**src/design/swt_pkg.sv**
```systemverilog
// Shared types, constants and byte folding for the sorted word table.
package swt_pkg;

    localparam int unsigned KeyBits = 80;
    localparam int unsigned WordLenBits = 4;
    localparam int unsigned MinChars = 3;
    localparam int unsigned CountBits = 11;

    localparam logic REQ_INSERT = 1'b0;
    localparam logic REQ_LOOKUP = 1'b1;

    localparam logic [0:0] REG_CHAR_LEN = 1'b0;

    typedef logic [KeyBits-1:0] key_t;

    // controller -> datapath
    typedef struct packed {
        logic load;       // capture key, start search bounds
        logic probe;      // issue read at midpoint
        logic step;       // apply compare to bounds
        logic chk_rd;     // issue read at lower bound
        logic chk;        // latch hit
        logic shift_rd;   // read entry about to be shifted
        logic shift_wr;   // write shifted entry, step down
        logic ins_wr;     // write new key, bump count
    } swt_cmd_t;

    // datapath -> controller
    typedef struct packed {
        logic search_done;
        logic hit;
        logic is_lookup;
        logic full;
        logic shift_done;
    } swt_sts_t;

    function automatic logic [7:0] fold_byte(input logic [7:0] b);
        logic [7:0] r;
        r = b;
        if (b == 8'ha8 || b == 8'hb8) r = 8'he5;
        else if (b >= 8'hc0 && b < 8'he0) r = b + 8'h20;
        return r;
    endfunction

    function automatic key_t fold_key(input key_t k);
        key_t r;
        for (int i = 0; i < KeyBits / 8; i++) r[8*i +: 8] = fold_byte(k[8*i +: 8]);
        return r;
    endfunction

endpackage

```
**src/design/swt_ctrl.sv**
```systemverilog
// Controller: sequences search, hit check, shift and insert of one request.
module swt_ctrl (
    input  logic              aclk,
    input  logic              aresetn,
    input  logic              s_tvalid,
    output logic              s_tready,
    output logic              m_tvalid,
    input  logic              m_tready,
    output logic              m_hit,
    output logic              m_full,
    output swt_pkg::swt_cmd_t cmd,
    input  swt_pkg::swt_sts_t sts
);
    import swt_pkg::*;

    typedef enum logic [7:0] {
        ST_IDLE   = 8'b0000_0001,
        ST_PROBE  = 8'b0000_0010,
        ST_STEP   = 8'b0000_0100,
        ST_CHKRD  = 8'b0000_1000,
        ST_CHK    = 8'b0001_0000,
        ST_DECIDE = 8'b0010_0000,
        ST_SHRD   = 8'b0100_0000,
        ST_SHWR   = 8'b1000_0000
    } state_t;

    state_t state_reg, state_next;
    logic ovalid_reg, ovalid_next, hit_reg, hit_next, full_reg, full_next;

    assign s_tready = (state_reg == ST_IDLE) && !ovalid_reg;
    assign m_tvalid = ovalid_reg;
    assign m_hit = hit_reg;
    assign m_full = full_reg;

    always_comb begin
        state_next = state_reg;
        ovalid_next = ovalid_reg;
        hit_next = hit_reg;
        full_next = full_reg;
        cmd = '0;
        if (ovalid_reg && m_tready) ovalid_next = 1'b0;
        case (state_reg)
            ST_IDLE: begin
                if (s_tvalid && s_tready) begin
                    cmd.load = 1'b1;
                    state_next = ST_PROBE;
                end
            end
            ST_PROBE: begin
                if (sts.search_done) begin
                    cmd.chk_rd = 1'b1;
                    state_next = ST_CHK;
                end else begin
                    cmd.probe = 1'b1;
                    state_next = ST_STEP;
                end
            end
            ST_STEP: begin
                cmd.step = 1'b1;
                state_next = ST_PROBE;
            end
            ST_CHKRD: begin
                cmd.chk_rd = 1'b1;
                state_next = ST_CHK;
            end
            ST_CHK: begin
                cmd.chk = 1'b1;
                state_next = ST_DECIDE;
            end
            ST_DECIDE: begin
                if (sts.hit || sts.is_lookup || sts.full) begin
                    hit_next = sts.hit;
                    full_next = !sts.hit && !sts.is_lookup;
                    ovalid_next = 1'b1;
                    state_next = ST_IDLE;
                end else if (sts.shift_done) begin
                    cmd.ins_wr = 1'b1;
                    hit_next = 1'b0;
                    full_next = 1'b0;
                    ovalid_next = 1'b1;
                    state_next = ST_IDLE;
                end else begin
                    cmd.shift_rd = 1'b1;
                    state_next = ST_SHWR;
                end
            end
            ST_SHRD: begin
                cmd.shift_rd = 1'b1;
                state_next = ST_SHWR;
            end
            ST_SHWR: begin
                cmd.shift_wr = 1'b1;
                state_next = ST_DECIDE;
            end
            default: state_next = ST_IDLE;
        endcase
    end

    always_ff @(posedge aclk) begin
        if (!aresetn) begin
            state_reg <= ST_IDLE;
            ovalid_reg <= 1'b0;
            hit_reg <= 1'b0;
            full_reg <= 1'b0;
        end else begin
            state_reg <= state_next;
            ovalid_reg <= ovalid_next;
            hit_reg <= hit_next;
            full_reg <= full_next;
        end
    end

endmodule

```
**config.mk**
```make
export PLATFORM = sky130hd
export DESIGN_NAME = swt_ctrl
export DESIGN_NICKNAME = d
export VERILOG_FILES = /design/src/design/swt_pkg.sv /design/src/design/swt_ctrl.sv
export SDC_FILE = /design/constraint.sdc
export NUM_CORES = 1
export LEC_CHECK = 0
export BUFFER_PORTS_ARGS = -buffer_cell sky130_fd_sc_hd__buf_4
export CORE_AREA = 2 2 39 41
export CTS_BUF_LIST = sky130_fd_sc_hd__clkbuf_8 sky130_fd_sc_hd__clkbuf_16
export CTS_CLUSTER_SIZE = 20
export DETAILED_ROUTE_END_ITERATION = 8
export DIE_AREA = 0 0 41 43
export GPL_TIMING_DRIVEN = 0
export PLACE_DENSITY = 0.65
export SYNTH_ARGS = -nofsm -noshare
export SYNTH_HDL_FRONTEND = slang
export SYNTH_SLANG_ARGS = --single-unit
```
**constraint.sdc**
```tcl
create_clock -name aclk -period 1.35 [get_ports aclk]
set_input_delay 0.0675 -clock aclk [delete_from_list [all_inputs] [get_ports aclk]]
set_output_delay 0.0675 -clock aclk [all_outputs]
set_load 0.01 [all_outputs]
```
### Word-level counts from Yosys, hierarchy flattened

Cells that the tools add are included.

* reductions and logical operators: 12
* multiplexer cells: 27
* equality and inequality tests: 9

Operators with widths (count)
* $pmux 8 s7: 1
* $mux 8: 3
* $mux 1: 20
* $eq 8x1->1 const B: 1
* $eq 8x2->1 const B: 1
* $eq 8x3->1 const B: 1
* $eq 8x4->1 const B: 1
* $eq 8x5->1 const B: 1
* $eq 8x6->1 const B: 1
* $eq 8x7->1 const B: 1
* $eq 8x8->1 const B: 1
* $mux 5: 1
* $logic_and 1x1->1: 4
* $pmux 1 s2: 2
* $logic_not 1->1: 3
* $logic_or 1x1->1: 2
* $ne 2x1->1 const B: 1
* $reduce_and 2->1: 1
* $reduce_bool 2->1: 1
* $reduce_or 2->1: 1

* output and inout port bits: 12
* logic and storage cells: 52
* bits of input ports: 9
* flip-flop bits (word level): 11

### Logic depth before layout (Yosys ltp)

* word-level depth: 5
* depth in mapped cells: 4
* mapped depth without buffers: 4

### Worst setup path after synthesis

Ideal clock, no wire load.

* path kind: flip-flop to output port
* start point: reg state_reg[1]
* end point: out cmd[0] (netlist name)
* buffers on the path: 0
* arrival time: 1.440 ns
* slack: -0.158 ns
* data required time: 1.283 ns
* stages on the path, launching flop included: 5
* cells stage by stage: dfxtp_1 -> nor4_4 -> nand3b_2 -> or3_4 -> nor3b_1

RTL lines
* from (decl): line swt_ctrl.sv:27 `state_t state_reg, state_next;`
* from (signal assigned): line swt_ctrl.sv:106 `state_reg <= state_next;`
* to (decl): line swt_ctrl.sv:11 `output swt_pkg::swt_cmd_t cmd,`

==> reports/qor.yml <==
status: "finished with violations"
violations: "setup timing"
overflow: 0
synth_cells: 55
drive_gt1_frac: 0.685
ant_nets: 0
syn_area_per_cell_um2: 8.87
initial_utilization: 0.353
hpwl_um: 813
io_pins: 21
antenna_found_initial: 0
route.detailed.wl_per_inst_um: 13.9
worst_pin_slew_ns: 0.333
wl_met2_um: 862
die_h_um: 43
via_per_inst: 5.09
cts_sinks: 9
grt_max_degree: 8
nets: 102
rows: 14
cap_violations: 0
endpoint_kind: "output pin"
dieArea_um2: 1760
cts_tree: "yes"
die_x_um: 41
required_ns: 1.28
tns_ns: -3.66
wl_mm: 1.50
clockBufferDepth: 2
period_minus_slack_ns: 1.80
rsz0062_at_grt: "true"
place_area_um2: 678
crit_arrival_ns: 1.73
slew_headroom: 0.776
r2r_start: "state_reg[4]"
routed-via-count: 550
clock.fmax_ghz: 0.557
antennaDiodeCount: 0
min_path_cells: 2
final_cell_area_um2: 965
cts_buffers: 3
ys_seq_area_frac: 0.369
setup_slack_ns: -0.445
drt_first_pass_iters: 4
ys_seq_elements: 9
numPortBuffers: 20
r2r_setup_slack_ns: -0.31
synth_area_um2: 488
grt_pass1_vias: 486
hold_viol: 0
maxSlewViolCount: 0
start_kind: "flip-flop"
powerDensity_nw_per_um2: 779
gp_congestion: 0.645
min_period_over_period: 1.33
power.total_mw: 0.752
yosysUniqueCellTypes: 27
clk_latency_ns: 0.23
largest_reg_flops: 6
clk_pin_slew_ns: 0.04
leakagePower_nw: 0.423
dr.first_iter.drc_count: 5
area_growth_pct: 97.7
wl_met1_um: 552
highest_layer: "met4"
ff2ff_path_depth: 6
skew_ns: 0.00329
drc_errors: 0
holdCritStartpoint: "sts[4]"
wl_met3_um: 63
grt_pass1_wl_mm: 2.03
cts_root_buf: "clkbuf_8"
min_to: "state_reg[2]"
yosysWarnings: 0
criticalPathCategory: "flip-flop to output pin"
worst-path-max-fanout: 4
holdCritPathClass: "input port to flip-flop"
grt_usage: 0.179
setup-violations-final: 16
r2r-end: "state_reg[5]"
vdd_ir_drop_max_uv: 533
core_um2: 1380
synth_fp_nets: 64
htree_levels: 1
[critical path, stage by stage (launching register included)]
cell and delay, ns:
dfxtp_4 0.35, nor4_4 0.34, nand3b_4 0.11, or3_4 0.38, nor3b_4 0.17, buf_4 0.14
[routing by layer]
layer / track usage / vias up
met2: 0.297 / 14
met4: 0.100 / 0
met1: 0.190 / 260
li1: - / 274
met5: 0 / -
met3: 0.0471 / 2
[power breakdown]
part           internal [mW]  switching [mW]
sequential             0.270          0.0129
clock                  0.198           0.106
combinational         0.0889          0.0760
total                  0.557           0.195
[worst max-delay path by stage]
stage / endpoint / cells past startpoint / slack (ns) / startpoint
2_1_floorplan: cmd[0] / 4 / -0.06 / state_reg[1]
3_3_place_gp: cmd[0] / 5 / -0.22 / state_reg[1]
3_5_place_dp: cmd[0] / 5 / -0.25 / state_reg[1]
4_1_cts: cmd[0] / 5 / -0.43 / state_reg[4]
5_1_grt: cmd[0] / 5 / -0.50 / state_reg[4]
6_report: cmd[0] / 5 / -0.45 / state_reg[4]
[logic make-up after synthesis]
family | after synthesis | synth area share
XOR/XNOR | 1 | 0.0180
AO/OA/AOI/OAI | 7 | 0.108
multiplexers | 1 | 0.0205
AND/OR/NAND/NOR | 34 | 0.446
buffers and inverters | 3 | 0.0384
flip-flops | 9 | 0.369
[metrics by stage]
stage               cells  worst slack (ns)  hold WS (ns)  utilization
floorplan              55           -0.0604         0.139            -
global placement       91            -0.219         0.257        0.490
detailed placement     91            -0.252         0.260        0.490
CTS                   104            -0.432       0.00970        0.655
global route          108            -0.505       0.00780        0.697
finish                108            -0.445        0.0155        0.697
[cells in the mapped netlist, drive strengths merged]
library cell	instances	area, um2
a211oi	1	7.51
a21boi	1	7.51
buf	2	15.0
dfxtp	9	180
inv	1	3.75
mux2i	1	10.0
nand2	7	26.3
nand2b	1	6.26
nand3	1	5.00
nand3b	3	26.3
nor2	6	22.5
nor2b	2	12.5
nor3	3	15.0
nor3b	3	22.5
nor4	4	46.3
nor4b	2	17.5
o21a	1	7.51
o21ai	1	5.00
o21ba	1	10.0
o22ai	1	6.26
o311ai	1	8.76
or2	1	6.26
or3	1	11.3
xor2	1	8.76
[cell type report]
type	instances	area [um2]
Fill cell	113	419
Multi-Input combinational cell	43	413
Timing Repair Buffer	35	293
Sequential cell	9	190
Clock buffer	3	41.3
Tap cell	16	20.0
Clock inverter	1	3.75
Inverter	1	3.75
[cells in the final DEF, fill, tap and decap left out, drive strengths merged]
| master | synthesis | routed |
|---|---|---|
| a211oi | 1 | 1 |
| a21boi | 1 | 1 |
| buf | 2 | 35 |
| clkbuf | 0 | 3 |
| dfxtp | 9 | 9 |
| inv | 1 | 2 |
| mux2i | 1 | 1 |
| nand2 | 7 | 7 |
| nand2b | 1 | 1 |
| nand3 | 1 | 1 |
| nand3b | 3 | 3 |
| nor2 | 6 | 6 |
| nor2b | 2 | 2 |
| nor3 | 3 | 3 |
| nor3b | 3 | 3 |
| nor4 | 4 | 4 |
| nor4b | 2 | 2 |
| o21a | 1 | 1 |
| o21ai | 1 | 1 |
| o21ba | 1 | 1 |
| o22ai | 1 | 1 |
| o311ai | 1 | 1 |
| or2 | 1 | 1 |
| or3 | 1 | 1 |
| xor2 | 1 | 1 |
[timing repair]
item / in CTS / in global routing
gates cloned: 0 / 0
hold buffers: 0 / 0
hold endpoints to repair: 0 / 0
pin swaps: 6 / 5
resized for setup: 29 / 8
setup endpoints to repair: 17 / 18
buffers inserted: 11 / 6
Note: power is estimated with default switching activity, not from simulation.
